`config.mk`:
```
export PLATFORM = sky130hd
export DESIGN_NAME = k_way_sorted_merge_flat
export DESIGN_NICKNAME = d
export VERILOG_FILES = /design/src/rtl/kwm_pkg.sv /design/src/rtl/kwm_req_if.sv /design/src/rtl/kwm_rsp_if.sv /design/src/rtl/kwm_ram.sv /design/src/rtl/kwm_csr.sv /design/src/rtl/k_way_sorted_merge.sv /design/src/flat_wrapper.sv
export VERILOG_INCLUDE_DIRS = /design/src /design/src/rtl
export SDC_FILE = /design/constraint.sdc
export NUM_CORES = 1
export LEC_CHECK = 0
export BUFFER_PORTS_ARGS = -buffer_cell sky130_fd_sc_hd__clkbuf_2
export CAP_MARGIN = 20
export CORE_MARGIN = 4
export CORE_UTILIZATION = 45
export DETAILED_ROUTE_END_ITERATION = 6
export PLACE_DENSITY = 0.7
export SKIP_LAST_GASP = 1
export SYNTH_ARGS = -nofsm -noshare
export SYNTH_HDL_FRONTEND = slang
export SYNTH_SLANG_ARGS = --single-unit
```
`constraint.sdc`:
```
create_clock -name clock -period 7.56 [get_ports clock]
set_input_delay 1.512 -clock clock [delete_from_list [all_inputs] [get_ports clock]]
set_output_delay 1.512 -clock clock [all_outputs]
set_load 0.005 [all_outputs]
```
`src/rtl/k_way_sorted_merge_macros.svh`:
```
// Assertion macros shared by the merge RTL.
// Needs nothing; take it by `include where a module asserts.
`ifndef K_WAY_SORTED_MERGE_MACROS_SVH
`define K_WAY_SORTED_MERGE_MACROS_SVH

// Same-cycle implication, gated off while reset is high.
`define KWM_ASSERT_IMP(label, clk, rst, ante, cons, msg) \
   label: assert property (@(posedge clk) disable iff (rst) (ante) |-> (cons)) \
      else $error(msg);

// Next-cycle implication, gated off while reset is high.
`define KWM_ASSERT_NXT(label, clk, rst, ante, cons, msg) \
   label: assert property (@(posedge clk) disable iff (rst) (ante) |=> (cons)) \
      else $error(msg);

`endif

```
`src/rtl/kwm_pkg.sv`:
```
// Types and constants of the k-way sorted merge.
// No dependencies; used by the interfaces, the CSR block and the top level.
package kwm_pkg;

   localparam int DEF_LANES  = 16;
   localparam int LANE_W     = 4;
   localparam int VALUE_W    = 32;
   localparam int CFG_W      = 5;
   localparam int CSR_DATA_W = 32;
   localparam int CSR_ADDR_W = 3;

   localparam logic [CFG_W-1:0] LANES_IN_USE_RST = 5'd16;
   // word index of the lanes_in_use register (paddr bit 2)
   localparam logic [0:0]       CSR_IDX_LANES    = 1'b0;

   typedef enum logic [1:0] {
      KIND_ELEMENT = 2'd0,
      KIND_DONE    = 2'd1,
      KIND_REJECT  = 2'd2
   } kind_type;

   typedef enum logic [2:0] {
      ST_IDLE,
      ST_SCAN,
      ST_DRAIN,
      ST_DECIDE,
      ST_PUSH
   } state_type;

endpackage

```
`src/rtl/kwm_req_if.sv`:
```
// Input beat channel of the merge: valid/ready plus lane, value, exhausted.
// Depends on kwm_pkg.
interface kwm_req_if;
   logic                              valid;
   logic                              ready;
   logic [kwm_pkg::LANE_W-1:0]        lane;
   logic signed [kwm_pkg::VALUE_W-1:0] value;
   logic                              exhausted;

   modport source (output valid, lane, value, exhausted, input ready);
   modport sink   (input valid, lane, value, exhausted, output ready);
endinterface

```
`src/rtl/kwm_rsp_if.sv`:
```
// Result beat channel of the merge: valid/ready plus kind, merged_value, source_lane.
// Depends on kwm_pkg.
interface kwm_rsp_if;
   logic                              valid;
   logic                              ready;
   kwm_pkg::kind_type                 kind;
   logic signed [kwm_pkg::VALUE_W-1:0] merged_value;
   logic [kwm_pkg::LANE_W-1:0]        source_lane;

   modport source (output valid, kind, merged_value, source_lane, input ready);
   modport sink   (input valid, kind, merged_value, source_lane, output ready);
endinterface

```
`src/rtl/kwm_ram.sv`:
```
// Generic single-write, single-read RAM with registered read data.
// No dependencies.
module kwm_ram #(
   parameter int WIDTH = 32,
   parameter int DEPTH = 16
) (
   input  logic                                  clock,
   input  logic                                  wr_en,
   input  logic [(DEPTH > 1 ? $clog2(DEPTH) : 1)-1:0] wr_addr,
   input  logic [WIDTH-1:0]                      wr_data,
   input  logic [(DEPTH > 1 ? $clog2(DEPTH) : 1)-1:0] rd_addr,
   output logic [WIDTH-1:0]                      rd_data
);

   logic [WIDTH-1:0] mem_ff [DEPTH];
   logic [WIDTH-1:0] rd_data_ff;

   always_ff @(posedge clock) begin
      if (wr_en) begin
         mem_ff[wr_addr] <= wr_data;
      end
      rd_data_ff <= mem_ff[rd_addr];
   end

   assign rd_data = rd_data_ff;

endmodule

```
`src/rtl/kwm_csr.sv`:
```
// APB-style register block holding lanes_in_use.
// Depends on kwm_pkg.
module kwm_csr (
   input  logic                               clock,
   input  logic                               reset,
   input  logic                               psel,
   input  logic                               penable,
   input  logic                               pwrite,
   input  logic [kwm_pkg::CSR_ADDR_W-1:0]     paddr,
   input  logic [kwm_pkg::CSR_DATA_W-1:0]     pwdata,
   output logic [kwm_pkg::CSR_DATA_W-1:0]     prdata,
   output logic                               pready,
   output logic [kwm_pkg::CFG_W-1:0]          lanes_in_use
);

   logic [kwm_pkg::CFG_W-1:0] lanes_ff;
   logic [kwm_pkg::CFG_W-1:0] lanes_in;
   logic                      hit;

   assign hit    = (paddr[kwm_pkg::CSR_ADDR_W-1:2] == kwm_pkg::CSR_IDX_LANES);
   assign pready = 1'b1;

   always_comb begin
      lanes_in = lanes_ff;
      if (psel && penable && pwrite && hit) begin
         lanes_in = pwdata[kwm_pkg::CFG_W-1:0];
      end
   end

   always_ff @(posedge clock) begin
      if (reset) begin
         lanes_ff <= kwm_pkg::LANES_IN_USE_RST;
      end else begin
         lanes_ff <= lanes_in;
      end
   end

   assign prdata       = hit ? kwm_pkg::CSR_DATA_W'(lanes_ff) : '0;
   assign lanes_in_use = lanes_ff;

endmodule

```
`src/rtl/k_way_sorted_merge.sv`:
```
// k_way_sorted_merge: min-selection merge of up to LANES ascending streams.
// Element beat: result set by one shared comparator scanning the head RAM one lane per
//   cycle, then DRAIN, DECIDE and PUSH; ready again in the same cycle as the result.
// Rejected beat: result via PUSH and the output register. Fill beat without result: stays ready.
// Synchronous active-high reset empties all lanes and restarts filling; no
//   clearing pass, head RAM contents are don't-care until written.
`include "k_way_sorted_merge_macros.svh"

module k_way_sorted_merge #(
   parameter int LANES = kwm_pkg::DEF_LANES
) (
   input  logic                           clock,
   input  logic                           reset,
   kwm_req_if.sink                        req_bus,
   kwm_rsp_if.source                      rsp_bus,
   input  logic                           csr_psel,
   input  logic                           csr_penable,
   input  logic                           csr_pwrite,
   input  logic [kwm_pkg::CSR_ADDR_W-1:0] csr_paddr,
   input  logic [kwm_pkg::CSR_DATA_W-1:0] csr_pwdata,
   output logic [kwm_pkg::CSR_DATA_W-1:0] csr_prdata,
   output logic                           csr_pready
);

   // index into per-lane storage, count up to LANES, common width for lane compares
   localparam int IDX_W = (LANES > 1) ? $clog2(LANES) : 1;
   localparam int CNT_W = $clog2(LANES + 1);
   localparam int EXT_W = (IDX_W > kwm_pkg::LANE_W) ? IDX_W : kwm_pkg::LANE_W;

   // ------------------------------------------------------------------
   // Config
   // ------------------------------------------------------------------
   logic [kwm_pkg::CFG_W-1:0] lanes_cfg;
   logic [CNT_W-1:0]          used;
   logic [LANES-1:0]          used_mask;

   kwm_csr u_csr (
      .clock        (clock),
      .reset        (reset),
      .psel         (csr_psel),
      .penable      (csr_penable),
      .pwrite       (csr_pwrite),
      .paddr        (csr_paddr),
      .pwdata       (csr_pwdata),
      .prdata       (csr_prdata),
      .pready       (csr_pready),
      .lanes_in_use (lanes_cfg)
   );

   // zero acts as one lane, anything above LANES saturates
   always_comb begin
      if (lanes_cfg == '0) begin
         used = CNT_W'(1);
      end else if (32'(lanes_cfg) > 32'(LANES)) begin
         used = CNT_W'(LANES);
      end else begin
         used = CNT_W'(lanes_cfg);
      end
      for (int i = 0; i < LANES; i++) begin
         used_mask[i] = (32'(i) < 32'(used));
      end
   end

   // ------------------------------------------------------------------
   // State
   // ------------------------------------------------------------------
   kwm_pkg::state_type state_ff, state_in;

   logic [LANES-1:0]  valid_ff, valid_in;       // head held per lane
   logic [LANES-1:0]  finished_ff, finished_in; // end mark seen per lane
   logic              filling_ff, filling_in;
   logic [IDX_W-1:0]  awaited_ff, awaited_in;

   // scan sequencer
   logic [IDX_W-1:0]  cnt_ff, cnt_in;
   logic              cmp_go_ff, cmp_go_in;
   logic [IDX_W-1:0]  rd_idx_ff;
   logic              found_ff, found_in;
   logic [IDX_W-1:0]  best_ff, best_in;
   logic signed [kwm_pkg::VALUE_W-1:0] best_val_ff, best_val_in;

   // pending result, waits in PUSH for the output register
   kwm_pkg::kind_type                  res_kind_ff, res_kind_in;
   logic signed [kwm_pkg::VALUE_W-1:0] res_value_ff, res_value_in;
   logic [kwm_pkg::LANE_W-1:0]         res_lane_ff, res_lane_in;

   // output register
   logic                               out_valid_ff, out_valid_in;
   kwm_pkg::kind_type                  out_kind_ff, out_kind_in;
   logic signed [kwm_pkg::VALUE_W-1:0] out_value_ff, out_value_in;
   logic [kwm_pkg::LANE_W-1:0]         out_lane_ff, out_lane_in;

   // ------------------------------------------------------------------
   // Head RAM: written on an accepted element, read by the scan
   // ------------------------------------------------------------------
   logic                         ram_we;
   logic [kwm_pkg::VALUE_W-1:0]  ram_rd_data;
   logic [IDX_W-1:0]             lane_idx;

   kwm_ram #(
      .WIDTH (kwm_pkg::VALUE_W),
      .DEPTH (LANES)
   ) u_head_ram (
      .clock   (clock),
      .wr_en   (ram_we),
      .wr_addr (lane_idx),
      .wr_data (kwm_pkg::VALUE_W'(req_bus.value)),
      .rd_addr (cnt_ff),
      .rd_data (ram_rd_data)
   );

   // ------------------------------------------------------------------
   // Input decode
   // ------------------------------------------------------------------
   logic [EXT_W-1:0] lane_ext;
   logic [EXT_W-1:0] awaited_ext;
   logic [EXT_W-1:0] best_ext;
   logic [LANES-1:0] lane_onehot;
   logic             accept;
   logic             reject;
   logic             take;
   logic             fill_done;
   logic             less;

   assign lane_ext    = EXT_W'(req_bus.lane);
   assign awaited_ext = EXT_W'(awaited_ff);
   assign best_ext    = EXT_W'(best_ff);
   assign lane_idx    = lane_ext[IDX_W-1:0];
   assign lane_onehot = LANES'(1) << lane_idx;

   assign req_bus.ready = (state_ff == kwm_pkg::ST_IDLE);
   assign accept        = req_bus.valid && req_bus.ready;

   // filling: lane out of use or already delivered; merging: not the awaited lane
   assign reject = filling_ff
                   ? ((32'(req_bus.lane) >= 32'(used)) || valid_ff[lane_idx]
                      || finished_ff[lane_idx])
                   : (lane_ext != awaited_ext);
   assign take   = accept && !reject;
   assign ram_we = take && !req_bus.exhausted;

   // every lane in use has a head or an end mark once this beat lands
   assign fill_done = ((used_mask & ~(valid_ff | finished_ff | lane_onehot)) == '0);

   // the one shared comparator: strict less keeps the lowest lane on ties
   assign less = $signed(ram_rd_data) < best_val_ff;

   // ------------------------------------------------------------------
   // Sequencer
   // ------------------------------------------------------------------
   always_comb begin
      state_in     = state_ff;
      valid_in     = valid_ff;
      finished_in  = finished_ff;
      filling_in   = filling_ff;
      awaited_in   = awaited_ff;
      cnt_in       = cnt_ff;
      cmp_go_in    = 1'b0;
      found_in     = found_ff;
      best_in      = best_ff;
      best_val_in  = best_val_ff;
      res_kind_in  = res_kind_ff;
      res_value_in = res_value_ff;
      res_lane_in  = res_lane_ff;

      // compare stage works on the registered RAM read, in the cycle after it
      if (cmp_go_ff && valid_ff[rd_idx_ff] && (!found_ff || less)) begin
         found_in    = 1'b1;
         best_in     = rd_idx_ff;
         best_val_in = $signed(ram_rd_data);
      end

      unique case (state_ff)
         kwm_pkg::ST_IDLE: begin
            if (accept) begin
               if (reject) begin
                  res_kind_in  = kwm_pkg::KIND_REJECT;
                  res_value_in = '0;
                  res_lane_in  = req_bus.lane;
                  state_in     = kwm_pkg::ST_PUSH;
               end else begin
                  if (req_bus.exhausted) begin
                     finished_in[lane_idx] = 1'b1;
                  end else begin
                     valid_in[lane_idx] = 1'b1;
                  end
                  if (!filling_ff || fill_done) begin
                     filling_in = 1'b0;
                     cnt_in     = '0;
                     found_in   = 1'b0;
                     state_in   = kwm_pkg::ST_SCAN;
                  end
               end
            end
         end
         kwm_pkg::ST_SCAN: begin
            cmp_go_in = 1'b1;
            if (cnt_ff == IDX_W'(LANES - 1)) begin
               state_in = kwm_pkg::ST_DRAIN;
            end else begin
               cnt_in = cnt_ff + IDX_W'(1);
            end
         end
         kwm_pkg::ST_DRAIN: begin
            state_in = kwm_pkg::ST_DECIDE;
         end
         kwm_pkg::ST_DECIDE: begin
            if (found_ff) begin
               valid_in[best_ff] = 1'b0;
               awaited_in        = best_ff;
               res_kind_in       = kwm_pkg::KIND_ELEMENT;
               res_value_in      = best_val_ff;
               res_lane_in       = best_ext[kwm_pkg::LANE_W-1:0];
            end else begin
               // nothing held: merge complete, back to filling
               valid_in     = '0;
               finished_in  = '0;
               filling_in   = 1'b1;
               awaited_in   = '0;
               res_kind_in  = kwm_pkg::KIND_DONE;
               res_value_in = '0;
               res_lane_in  = '0;
            end
            state_in = kwm_pkg::ST_PUSH;
         end
         kwm_pkg::ST_PUSH: begin
            if (!out_valid_ff || rsp_bus.ready) begin
               state_in = kwm_pkg::ST_IDLE;
            end
         end
         default: begin
            state_in = kwm_pkg::ST_IDLE;
         end
      endcase
   end

   // output register: loads from PUSH once the slot is free
   always_comb begin
      out_valid_in = out_valid_ff;
      out_kind_in  = out_kind_ff;
      out_value_in = out_value_ff;
      out_lane_in  = out_lane_ff;
      if (out_valid_ff && rsp_bus.ready) begin
         out_valid_in = 1'b0;
      end
      if (state_ff == kwm_pkg::ST_PUSH && (!out_valid_ff || rsp_bus.ready)) begin
         out_valid_in = 1'b1;
         out_kind_in  = res_kind_ff;
         out_value_in = res_value_ff;
         out_lane_in  = res_lane_ff;
      end
   end

   always_ff @(posedge clock) begin
      if (reset) begin
         state_ff     <= kwm_pkg::ST_IDLE;
         valid_ff     <= '0;
         finished_ff  <= '0;
         filling_ff   <= 1'b1;
         awaited_ff   <= '0;
         cnt_ff       <= '0;
         cmp_go_ff    <= 1'b0;
         found_ff     <= 1'b0;
         out_valid_ff <= 1'b0;
      end else begin
         state_ff     <= state_in;
         valid_ff     <= valid_in;
         finished_ff  <= finished_in;
         filling_ff   <= filling_in;
         awaited_ff   <= awaited_in;
         cnt_ff       <= cnt_in;
         cmp_go_ff    <= cmp_go_in;
         found_ff     <= found_in;
         out_valid_ff <= out_valid_in;
      end
   end

   // payload, no reset
   always_ff @(posedge clock) begin
      rd_idx_ff    <= cnt_ff;
      best_ff      <= best_in;
      best_val_ff  <= best_val_in;
      res_kind_ff  <= res_kind_in;
      res_value_ff <= res_value_in;
      res_lane_ff  <= res_lane_in;
      out_kind_ff  <= out_kind_in;
      out_value_ff <= out_value_in;
      out_lane_ff  <= out_lane_in;
   end

   assign rsp_bus.valid        = out_valid_ff;
   assign rsp_bus.kind         = out_kind_ff;
   assign rsp_bus.merged_value = out_value_ff;
   assign rsp_bus.source_lane  = out_lane_ff;

   // ------------------------------------------------------------------
   // Assertions
   // ------------------------------------------------------------------
   `KWM_ASSERT_IMP(a_scan_in_merge, clock, reset, state_ff == kwm_pkg::ST_SCAN,
      !filling_ff, "scan started while still filling")
   `KWM_ASSERT_IMP(a_best_held, clock, reset, state_ff == kwm_pkg::ST_DECIDE && found_ff,
      valid_ff[best_ff], "selected lane holds no head")
   `KWM_ASSERT_IMP(a_head_or_end, clock, reset, 1'b1, (valid_ff & finished_ff) == '0,
      "lane holds a head after its end mark")
   `KWM_ASSERT_NXT(a_done_clears, clock, reset, state_ff == kwm_pkg::ST_DECIDE && !found_ff,
      filling_ff && valid_ff == '0 && finished_ff == '0, "completion left state behind")

endmodule

```
`src/flat_wrapper.sv`:
```
// flat-port wrapper written by rule: the top's interface ports become plain ports
module k_way_sorted_merge_flat 
#(
   parameter int LANES = kwm_pkg::DEF_LANES
)
  (clock, reset, csr_psel, csr_penable, csr_pwrite, csr_paddr, csr_pwdata, csr_prdata, csr_pready, req_bus_valid, req_bus_lane, req_bus_value, req_bus_exhausted, req_bus_ready, rsp_bus_valid, rsp_bus_kind, rsp_bus_merged_value, rsp_bus_source_lane, rsp_bus_ready);
  kwm_req_if req_bus_i ();
  kwm_rsp_if rsp_bus_i ();
  input  logic clock;
  input  logic reset;
  input  logic csr_psel;
  input  logic csr_penable;
  input  logic csr_pwrite;
  input  logic [kwm_pkg::CSR_ADDR_W-1:0] csr_paddr;
  input  logic [kwm_pkg::CSR_DATA_W-1:0] csr_pwdata;
  output logic [kwm_pkg::CSR_DATA_W-1:0] csr_prdata;
  output logic csr_pready;
  input wire logic [$bits(req_bus_i.valid)-1:0] req_bus_valid;
  input wire logic [$bits(req_bus_i.lane)-1:0] req_bus_lane;
  input wire logic [$bits(req_bus_i.value)-1:0] req_bus_value;
  input wire logic [$bits(req_bus_i.exhausted)-1:0] req_bus_exhausted;
  output wire logic [$bits(req_bus_i.ready)-1:0] req_bus_ready;
  output wire logic [$bits(rsp_bus_i.valid)-1:0] rsp_bus_valid;
  output wire logic [$bits(rsp_bus_i.kind)-1:0] rsp_bus_kind;
  output wire logic [$bits(rsp_bus_i.merged_value)-1:0] rsp_bus_merged_value;
  output wire logic [$bits(rsp_bus_i.source_lane)-1:0] rsp_bus_source_lane;
  input wire logic [$bits(rsp_bus_i.ready)-1:0] rsp_bus_ready;
  assign req_bus_i.valid = req_bus_valid;
  assign req_bus_i.lane = req_bus_lane;
  assign req_bus_i.value = req_bus_value;
  assign req_bus_i.exhausted = req_bus_exhausted;
  assign req_bus_ready = req_bus_i.ready;
  assign rsp_bus_valid = rsp_bus_i.valid;
  assign rsp_bus_kind = rsp_bus_i.kind;
  assign rsp_bus_merged_value = rsp_bus_i.merged_value;
  assign rsp_bus_source_lane = rsp_bus_i.source_lane;
  assign rsp_bus_i.ready = rsp_bus_ready;
  k_way_sorted_merge #(.LANES(LANES)) u_core (.clock(clock), .reset(reset), .req_bus(req_bus_i), .rsp_bus(rsp_bus_i), .csr_psel(csr_psel), .csr_penable(csr_penable), .csr_pwrite(csr_pwrite), .csr_paddr(csr_paddr), .csr_pwdata(csr_pwdata), .csr_prdata(csr_prdata), .csr_pready(csr_pready));
endmodule
```
==> reports/results.ini, run 1 <==
[pwr]
power_frac_clock_pct=42.5
pwr-share-comb_pct=2.3
power_mw=7.85
p_sw_mw=1.59
p_leak_nw=10.3
switching_share_pct=20.2
p_int_mw=6.27
seq_power_share_pct=55.1
powerDensity_mw_per_mm2=250
ir_worst_vdd_v=0.000230

[floorplanning]
initial_utilization_pct=45.7
pin_count=152
die_y_um=256
core_mm2=0.0607
fp-row-count=90
dieArea_mm2=0.0656
die_w_um=256

[routing]
wl_mm=57.7
ant_nets=0
drc_errors=0
vias=13800
drt_iter0_markers=1178
routedWlPerCell_um=23.9
viasPerCell=5.70
drtPass1Iterations=5

[place]
dpl.cell_count=2285
io_buffers=94
gp_congestion=0.835
dp_hpwl_mm=34.5

[yosys]
synth_cells=1453
async_flop_share_pct=0
synth_edf_count=624
ys_types=70
ys_ff_latch=712
yosysSeqAreaShare_pct=74.0
ys.flop_type=edfxtp_1
syn_avg_cell_area_um2=19.1
yosys_warnings=0
netlist_area_mm2=0.0277

[global_route]
antenna_found_initial=4
grt_pass1_wl_mm=87.9
grt_overflow=0
grt_pass1_vias=14200
grt_start_max_net_pins=68
grt_usage_pct=17.5

[timing]
period_share_pct=68.4
rsz0062_at_grt=false
fin_crit_ps=5170
skew_ps=22.3
relSlewSlack_pct=20.2
setup_viol=0
fin_tns_setup_ps=0
worstMarginPinSlew_ps=1180
timing.fmax_mhz=193
drv_slew=0
hold_viol=0

[layout]
fin_util_pct=51.9
drive_gt1_share_pct=26.3
final_nets=1695
syn2layout_area_growth_pct=13.5
fin_cells=2420

[critical_path]
path_max_fanout=24
critPathSlowestCell=or3b_2
worst_ep_required_time_ps=7830
crit_path_start_kind=input pin
critPathMaxStageDelay_ps=530
critPathBufInv=5
crit_chain=clkbuf_2, buf_4, inv_1, ha_1, nor2_1, a21oi_1, o31ai_1, or3b_2, o21a_4, or2_1, buf_16, nor2_4, buf_4
path_class=in2reg
crit_top_cell=buf_4
cp_top_family=simple AND/OR/NAND/NOR gates
end_kind=flip-flop
arrival_ps=5440

[cts]
cts_hold_buf=0
ctsResizeCount=0
h-tree-depth=3
numClockSinks=712
cts_setup_buffers=0
insertion_delay_ps=610
cts_buffers=73
cts.clk_slew.worst_paths_ps=60
cts_tree=built
cts_buffer_depth=3
clockRootBuffer=clkbuf_16

[job]
drv_cap=0

[outcome]
status=finished, final reports clean

[min_path]
hp-class=reg2reg

-- layer usage --
| metal | routed length, um | GRT usage [%] |
|---|---|---|
| met3 | 4130 | 4.15 |
| met4 | 1290 | 4.60 |
| met1 | 23800 | 24.0 |
| met2 | 28500 | 28.7 |
| met5 | 27 | 0 |
-- logic make-up (layout without fill, tap and decap cells) --
logic type | Yosys count | after routing | share of synthesized area, %
AOI/OAI and AO/OA | 142 | 142 | 3.57
xor gates and xnor gates | 5 | 5 | 0.158
adders and majority gates | 36 | 36 | 1.63
buffers and inverters | 149 | 306 | 2.48
DFF | 712 | 712 | 74.0
muxes | 172 | 172 | 13.8
other | 2 | 30 | 0.0271
and+or+nand+nor | 235 | 235 | 4.42
-- synth_stat cells, types with 22 or more instances --
cell type,number,area share [%]
o21ai_0,35,0.63
ha_1,36,1.6
and3_1,33,0.74
clkbuf_1,53,0.72
buf_4,29,0.79
nor3_1,22,0.40
nand2_1,42,0.57
inv_1,42,0.57
nor2_1,60,0.81
mux4_2,167,14
edfxtp_1,624,68
dfxtp_1,88,6.4
-- registers in the layout, summed over array words and instances (netlist names), 5 cells and up --
| name | flops |
|---|---|
| u_core.res_value_ff | 32 |
| u_core.u_head_ram.rd_data | 32 |
| u_core.rsp_bus.merged_value | 32 |
| u_core.u_csr.lanes_in_use | 5 |
| u_core.finished_ff | 16 |
| u_core.best_val_ff | 32 |
| u_core.u_head_ram.mem_ff | 512 |
| u_core.valid_ff | 16 |
-- power groups by stage --
stage                     Sequential [mW]  Clock (mW)  Combinational (mW)
after global placement               4.41           0               0.173
after detailed placement             4.42           0               0.180
after floorplan                      4.41           0              0.0951
after global routing                 4.33        3.58               0.202
after CTS                            4.33        3.40               0.181
final                                4.33        3.34               0.184
-- cell type report --
class                   instances  area, um2
fillers                      4682      29200
inverters                      44        165
clock inverters                30        185
well taps                     782        978
repair buffers                131        831
flip-flops and latches        712      20500
clock buffers                 101       2040
multi-input cells             618       6760
diodes                          2       5.00
-- through the flow --
| stage | hold WS [ps] | setup WS (ps) | instance area (um2) |
|---|---|---|---|
| after global routing | 420 | 2170 | 31500 |
| after global placement | 402 | 1560 | 29100 |
| after floorplan | 329 | 1440 | 27800 |
| after detailed placement | 405 | 1540 | 29200 |
| final | 414 | 2390 | 31500 |
| after CTS | 416 | 2150 | 31400 |
-- cell usage in the layout, fill, tap and decap left out, types with 4 or more instances in the layout --
cell	count
clkbuf_2	94
nor2b_1	9
nor2b_4	4
clkbuf_1	21
clkbuf_8	4
o311ai_0	5
nand4b_1	4
clkinv_1	12
nor2_1	50
conb_1	28
dfxtp_1	84
mux2i_1	5
a2111oi_0	5
a22oi_1	6
ha_1	36
o211ai_1	4
a21o_1	9
inv_1	42
nand2_1	42
mux4_2	167
clkinv_2	11
buf_4	31
o21ai_0	35
clkbuf_16	76
a21oi_1	19
nand3_1	14
nor3_1	21
and3_1	33
nand4_1	11
a211oi_1	4
a22o_1	8
nor2_4	10
a31oi_1	16
nand2b_1	8
edfxtp_1	624
xnor2_1	4
-- final timing paths --
check | from | endpoint | slack (ps) | cells past startpoint
worst max-delay path | req_bus_lane[0] | u_core.u_head_ram.mem_ff[2][20]$_DFFE_PP_ | 2390 | 13
worst min-delay path | u_core.res_kind_ff[1]$_DFFE_PP_ | u_core.rsp_bus.kind[1]$_DFFE_PP_ | 410 | 0
worst max register to register | u_core.u_csr.lanes_in_use[4]$_SDFFE_PP1P_ | u_core.u_head_ram.mem_ff[2][20]$_DFFE_PP_ | 2870 | 12
worst min register to register | u_core.res_kind_ff[1]$_DFFE_PP_ | u_core.rsp_bus.kind[1]$_DFFE_PP_ | 410 | 0
Note: power is estimated with default switching activity, not from simulation.
==> run 2, diff against run 1 <==
PLACE_DENSITY = 0.72   (was 0.7)
clock period = 4.64 ns   (was 7.56 ns; I/O delays follow)
==> run 2 against run 1 <==
Effect of this change: die area is the same; hold slack improved by 1.5 ps; clock skew shrank 0.73 ps; via count increased by 1.3%; first-iteration DRC count rose by 7.1%; count of clock-buffer cells in the layout decreased by 5; sequential cell count stayed put; critical path type is now reg2reg.
==> reports/results.ini, run 2 (synthesized netlist as in run 1, its figures left out) <==
[cts]
h-tree-depth=3  ; unchanged
clockRootBuffer=clkbuf_16  ; unchanged
ctsResizeCount=0  ; unchanged
cts_hold_buf=0  ; unchanged
cts_tree=built  ; unchanged
cts_setup_buffers=0  ; unchanged
cts_buffers=73  ; unchanged
numClockSinks=712  ; unchanged
cts.clk_slew.worst_paths_ps=60  ; about the same
insertion_delay_ps=610  ; about the same
cts_buffer_depth=3  ; unchanged

[layout]
max_flop_register=u_core.u_head_ram.mem_ff  ; unchanged
drive_gt1_share_pct=27.5  ; was 26.3%
most-common-layout-cells=edfxtp_1 (624), mux4_2 (167), clkbuf_2 (94)  ; unchanged
largest_register_ffs=512  ; unchanged
syn2layout_area_growth_pct=14.8  ; was 13.5%
finalInstanceArea_mm2=0.0318  ; was 0.0315 mm2
final_nets=1700  ; was 1695
final_common_cell=edfxtp_1  ; unchanged
fin_cells=2429  ; was 2420

[critical_path]
worst_ep_required_time_ps=4890  ; was 7830 ps
path_class=reg2reg  ; was in2reg
crit_chain=clkinv_1, nand2_1, ha_1, o21ai_0, a21oi_1, o31ai_1, or3b_2, o21a_4, or2_1, buf_4, nor2_4, buf_4  ; was clkbuf_2, buf_4, inv_1, ha_1, nor2_1, a21oi_1, o31ai_1, or3b_2, o21a_4, or2_1, buf_16, nor2_4, buf_4
crit_path_start_kind=flip-flop  ; was input pin
cp_top_family=simple AND/OR/NAND/NOR gates  ; unchanged
path_max_fanout=19  ; was 24
reg2reg_slack_ps=750  ; was 2870 ps
arrival_ps=4140  ; was 5440 ps
crit_top_cell=buf_4  ; unchanged
reg2reg_depth=12  ; unchanged
r2r_start=u_core.u_csr.lanes_in_use[4]$_SDFFE_PP1P_  ; unchanged
critPathBufInv=3  ; was 5
critPathMaxStageDelay_ps=510  ; was 530 ps
critPathSlowestCell=or3b_2  ; unchanged
cp.depth=12  ; was 13
rr_endpoint=u_core.u_head_ram.mem_ff[12][28]$_DFFE_PP_  ; was u_core.u_head_ram.mem_ff[2][20]$_DFFE_PP_
end_kind=flip-flop  ; unchanged

[place]
dp_hpwl_mm=33.8  ; was 34.5 mm
dpl_cell_area_mm2=0.0294  ; was 0.0292 mm2
io_buffers=94  ; unchanged
gp_congestion=0.831  ; was 0.835
dpl.cell_count=2292  ; was 2285

[floorplanning]
initial_utilization_pct=45.7  ; unchanged
fp-row-count=90  ; unchanged
die_w_um=256  ; unchanged
dieArea_mm2=0.0656  ; unchanged
core_mm2=0.0607  ; unchanged
die_y_um=256  ; unchanged
pin_count=152  ; unchanged

[min_path]
hp-start=u_core.res_lane_ff[3]$_DFFE_PP_  ; was u_core.res_kind_ff[1]$_DFFE_PP_
holdPathEnd=u_core.rsp_bus.source_lane[3]$_DFFE_PP_  ; was u_core.rsp_bus.kind[1]$_DFFE_PP_
hp-class=reg2reg  ; unchanged
holdPathStages=0  ; unchanged

[global_route]
use_met2_pct=28.4  ; was 28.7%
grt_pass1_wl_mm=88.2  ; was 87.9 mm
grt_overflow=0  ; unchanged
grt_usage_pct=17.5  ; about the same
busiest_layer=met2  ; unchanged
grt_use_met3_pct=3.34  ; was 4.15%
grt_pass1_vias=14100  ; was 14200
globalRouteMet1Util_pct=25.0  ; was 24.0%
grt_start_max_net_pins=64  ; was 68
antenna_found_initial=3  ; was 4

[timing]
worstMarginPinSlew_ps=986  ; was 1180 ps
period_share_pct=83.8
rsz0062_at_grt=false  ; unchanged
setup_viol=0  ; unchanged
drv_slew=0  ; unchanged
timing.fmax_mhz=257
hold_viol=0  ; unchanged
fin_crit_ps=3890
relSlewSlack_pct=34.1  ; was 20.2%
skew_ps=21.6  ; was 22.3 ps

[pwr]
powerDensity_mw_per_mm2=414  ; was 250 mW/mm2
p_leak_nw=10.4  ; was 10.3 nW
power_mw=13.2  ; was 7.85 mW
ir_worst_vdd_v=0.000295  ; was 0.000230 V

[routing]
wl_mm=57.5  ; was 57.7 mm
viasPerCell=5.75  ; was 5.70
routedWlPerCell_um=23.7  ; was 23.9 um
drt_iter0_markers=1262  ; was 1178
vias=14000  ; was 13800
drtPass1Iterations=5  ; unchanged
drc_errors=0  ; unchanged
ant_nets=0  ; unchanged

[job]
drv_cap=0  ; unchanged

[outcome]
status=finished, final reports clean  ; unchanged

-- run 2: cell types whose count changed in the layout (fill, tap and decap cells not counted), sizes merged --
cell	before	now
clkinvlp	3	0
clkbuf	195	190
bufinv	0	7
buf	37	42
clkinv	23	27
inv	48	49
-- run 2: cell type report --
| class | instances | area, um2 |
|---|---|---|
| antenna | 2 | 5.00 |
| clock buffer | 96 | 1990 |
| clock inverter | 39 | 418 |
| fill | 4620 | 28900 |
| inverter | 44 | 165 |
| multi-input combinational | 618 | 6760 |
| sequential | 712 | 20500 |
| tap | 782 | 978 |
| timing repair buffer | 136 | 998 |
-- run 2: routing by layer --
metal | part of all wire, % | wire length, um
met1 | 43 | 24500
met2 | 49 | 28000
met3 | 6.8 | 3890
met4 | 2.1 | 1200
met5 | 0.047 | 27
-- run 2: power by group --
| part | leakage (nW) | internal [mW] | switching (mW) |
|---|---|---|---|
| clock | 1.20 | 3.44 | 2.38 |
| sequential | 6.36 | 7.03 | 0.0259 |
| combinational | 2.89 | 0.0879 | 0.210 |
| total | 10.4 | 10.6 | 2.62 |
-- run 2: worst max path at each step --
stage                                                         start                                         end  slack (ps)
after detailed placement                            req_bus_lane[2]   u_core.u_head_ram.mem_ff[12][7]$_DFFE_PP_         430
final                     u_core.u_csr.lanes_in_use[4]$_SDFFE_PP1P_  u_core.u_head_ram.mem_ff[12][28]$_DFFE_PP_         750
after global routing      u_core.u_csr.lanes_in_use[4]$_SDFFE_PP1P_  u_core.u_head_ram.mem_ff[12][28]$_DFFE_PP_         500
after CTS                 u_core.u_csr.lanes_in_use[4]$_SDFFE_PP1P_  u_core.u_head_ram.mem_ff[12][28]$_DFFE_PP_         760
after floorplan                                     req_bus_lane[0]            u_core.valid_ff[10]$_SDFFE_PP0P_        -900
after global placement                              req_bus_lane[2]  u_core.u_head_ram.mem_ff[12][10]$_DFFE_PP_         450
-- run 2: per-stage QoR --
step / utilization, % / setup TNS [ps] / setup slack [ps] / hold slack (ps)
2_1_floorplan: - / -76410 / -901 / 329
3_3_place_gp: 48.4 / 0 / 454 / 403
3_5_place_dp: 48.5 / 0 / 429 / 405
4_1_cts: 52.4 / 0 / 765 / 416
5_1_grt: 52.4 / 0 / 498 / 424
6_report: 52.4 / 0 / 751 / 415
==> run 3, diff against run 2 <==
clock period = 3.1 ns   (was 4.64 ns; I/O delays follow)
==> run 3 against run 2 <==
Effect of this change: the run now ends with negative setup slack left; routed wire length is 19% higher; utilization up 2.8 points; die area stayed put; sequential share of layout area fell by 3.3 points; highest routed layer is now met4; via count increased by 6.1%; count of clock-buffer cells in the layout shrank 5; global-route usage grew 1.2 points; cell area rose by 5.3%; register-to-register slack got worse by 840 ps; sequential power rose by 50%; first-iteration DRC count up 31%; critical path type unchanged.
==> reports/results.ini, run 3 (synthesized netlist as in run 1, its figures left out) <==
[outcome]
status=finished with violations  ; was finished, final reports clean
violations=negative setup slack

[critical_path]
worst_ep_required_time_ps=3420  ; was 4890 ps
path_class=reg2reg  ; unchanged
crit_path_start_kind=flip-flop  ; unchanged
path_max_fanout=9  ; was 19
r2r_start=u_core.u_csr.lanes_in_use[1]$_SDFFE_PP0P_  ; was u_core.u_csr.lanes_in_use[4]$_SDFFE_PP1P_
arrival_ps=3510  ; was 4140 ps
crit_start=u_core.u_csr.lanes_in_use[1]$_SDFFE_PP0P_  ; was u_core.u_csr.lanes_in_use[4]$_SDFFE_PP1P_
end_kind=flip-flop  ; unchanged

[global_route]
grt_usage_pct=18.7  ; was 17.5%
grt_start_max_net_pins=52  ; was 64
antenna_found_initial=5  ; was 3
grt_overflow=0  ; unchanged
grt_pass1_vias=14500  ; was 14100
grt_pass1_wl_mm=93.2  ; was 88.2 mm

[layout]
most-common-layout-cells=edfxtp_1 (624), mux4_2 (167), clkbuf_16 (98)  ; was edfxtp_1 (624), mux4_2 (167), clkbuf_2 (94)
fin_util_pct=55.2  ; was 52.4%
final_nets=1804  ; was 1700
syn2layout_area_growth_pct=21.0  ; was 14.8%
final_common_cell=edfxtp_1  ; unchanged
largest_register_ffs=512  ; unchanged
fin_cells=2528  ; was 2429
max_flop_register=u_core.u_head_ram.mem_ff  ; unchanged
drive_gt1_share_pct=32.0  ; was 27.5%

[timing]
finalWorstSetupSlack_ps=-86.2  ; was 751 ps
setup_viol=229  ; was 0
drv_slew=0  ; unchanged
skew_ps=30.4  ; was 21.6 ps
period_share_pct=103  ; was 83.8%
timing.fmax_mhz=314  ; was 257 MHz
relSlewSlack_pct=44.8  ; was 34.1%
worstMarginPinSlew_ps=828  ; was 986 ps
rsz0062_at_grt=true  ; was false
fin_crit_ps=3190  ; was 3890 ps
timing.hold.ws_ps=245  ; was 415 ps
hold_viol=0  ; unchanged

[pwr]
power_mw=19.9  ; was 13.2 mW
ir_worst_vdd_v=0.000478  ; was 0.000295 V
powerDensity_mw_per_mm2=594  ; was 414 mW/mm2
p_leak_nw=11.2  ; was 10.4 nW

[cts]
h-tree-depth=3  ; unchanged
numClockSinks=712  ; unchanged
cts.clk_slew.worst_paths_ps=60  ; about the same
insertion_delay_ps=630  ; was 610 ps
cts_buffers=73  ; unchanged
cts_buffer_depth=3  ; unchanged
clockRootBuffer=clkbuf_16  ; unchanged
cts_tree=built  ; unchanged

[routing]
vias=14800  ; was 14000
routedWlPerCell_um=27.1  ; was 23.7 um
ant_nets=0  ; unchanged
wl_mm=68.5  ; was 57.5 mm
drtPass1Iterations=5  ; unchanged
viasPerCell=5.87  ; was 5.75
drc_errors=0  ; unchanged
drt_iter0_markers=1652  ; was 1262

[job]
drv_cap=0  ; unchanged

[place]
gp_congestion=0.866  ; was 0.831
dpl.cell_count=2341  ; was 2292
dp_hpwl_mm=37.6  ; was 33.8 mm
pre_cts_slack_ps=-267  ; was 429 ps
io_buffers=94  ; unchanged

[floorplanning]
fp-row-count=90  ; unchanged
pin_count=152  ; unchanged
dieArea_mm2=0.0656  ; unchanged
core_mm2=0.0607  ; unchanged
die_w_um=256  ; unchanged
initial_utilization_pct=45.7  ; unchanged
die_y_um=256  ; unchanged

[min_path]
hp-start=csr_pwdata[3]  ; was u_core.res_lane_ff[3]$_DFFE_PP_
hp-class=in2reg  ; was reg2reg

run 3: cell count changes in the layout (fill, tap and decap cells not counted), moves of 4 or more:
cell / change
buf_4: +34
inv_6: -4
clkinv_2: -5
buf_6: +13
clkbuf_1: -4
buf_12: +23
buf_8: +5
buf_16: +5
clkbuf_16: +25
clkinvlp_4: +4
run 3: final cells by class:
cell class,instances,area [um2]
fillers,4454,27200
clock buffers,91,1990
diodes,2,5.00
well taps,782,978
clock inverters,39,432
multi-input cells,619,6800
flip-flops and latches,712,20500
repair buffers,239,2650
inverters,44,165
run 3: repair_timing:
action / 4_1_cts / 5_1_grt
buffers inserted: 5 / 20
hold buffers: 0 / 0
resized for setup: 6 / 27
gates cloned: 4 / 26
pin swaps: 3 / 6
endpoints found under the setup margin: 436 / 515
run 3: report_power, final:
part           leakage [nW]  total (mW)  internal (mW)  switching (mW)
Combinational          3.68       0.550          0.189           0.361
Sequential             6.36        10.6           10.5          0.0348
Clock                  1.18        8.81           5.16            3.64
run 3: path summary, 6_finish.rpt:
kind	to	slack, ps	depth (start not counted)
max	u_core.u_head_ram.mem_ff[14][25]$_DFFE_PP_	-90	14
min	u_core.u_csr.lanes_in_use[3]$_SDFFE_PP0P_	250	3
max reg2reg	u_core.u_head_ram.mem_ff[14][25]$_DFFE_PP_	-90	14
min reg2reg	u_core.rsp_bus.merged_value[31]$_DFFE_PP_	420	0
run 3: layer usage:
metal  GRT usage, %  vias to the layer above  part of all wire (%)
li1               -                     6317                     -
met1           26.5                     7635                    39
met2           30.3                      756                    50
met3           4.10                      123                   8.5
met4           3.96                        0                   2.5
met5              0                        -                     0
run 3: per-stage QoR:
step | instance area, um2 | setup TNS, ps
2_1_floorplan | 28000 | -177400
3_3_place_gp | 30100 | -173290
3_5_place_dp | 30100 | -108270
4_1_cts | 32600 | -1180
5_1_grt | 33500 | -68590
6_report | 33500 | -8360
run 3: worst max-delay path, cell delays in order (launching register included):
cell and delay (ps):
dfxtp_2 330, nor3_2 160, nor2_1 70, nor2_1 90
ha_1 230, nor2_1 90, a21oi_1 80, o31ai_2 270
or3b_4 430, o21a_4 240, or2_4 270, buf_12 160
nor2_4 110, buf_4 170, buf_16 160
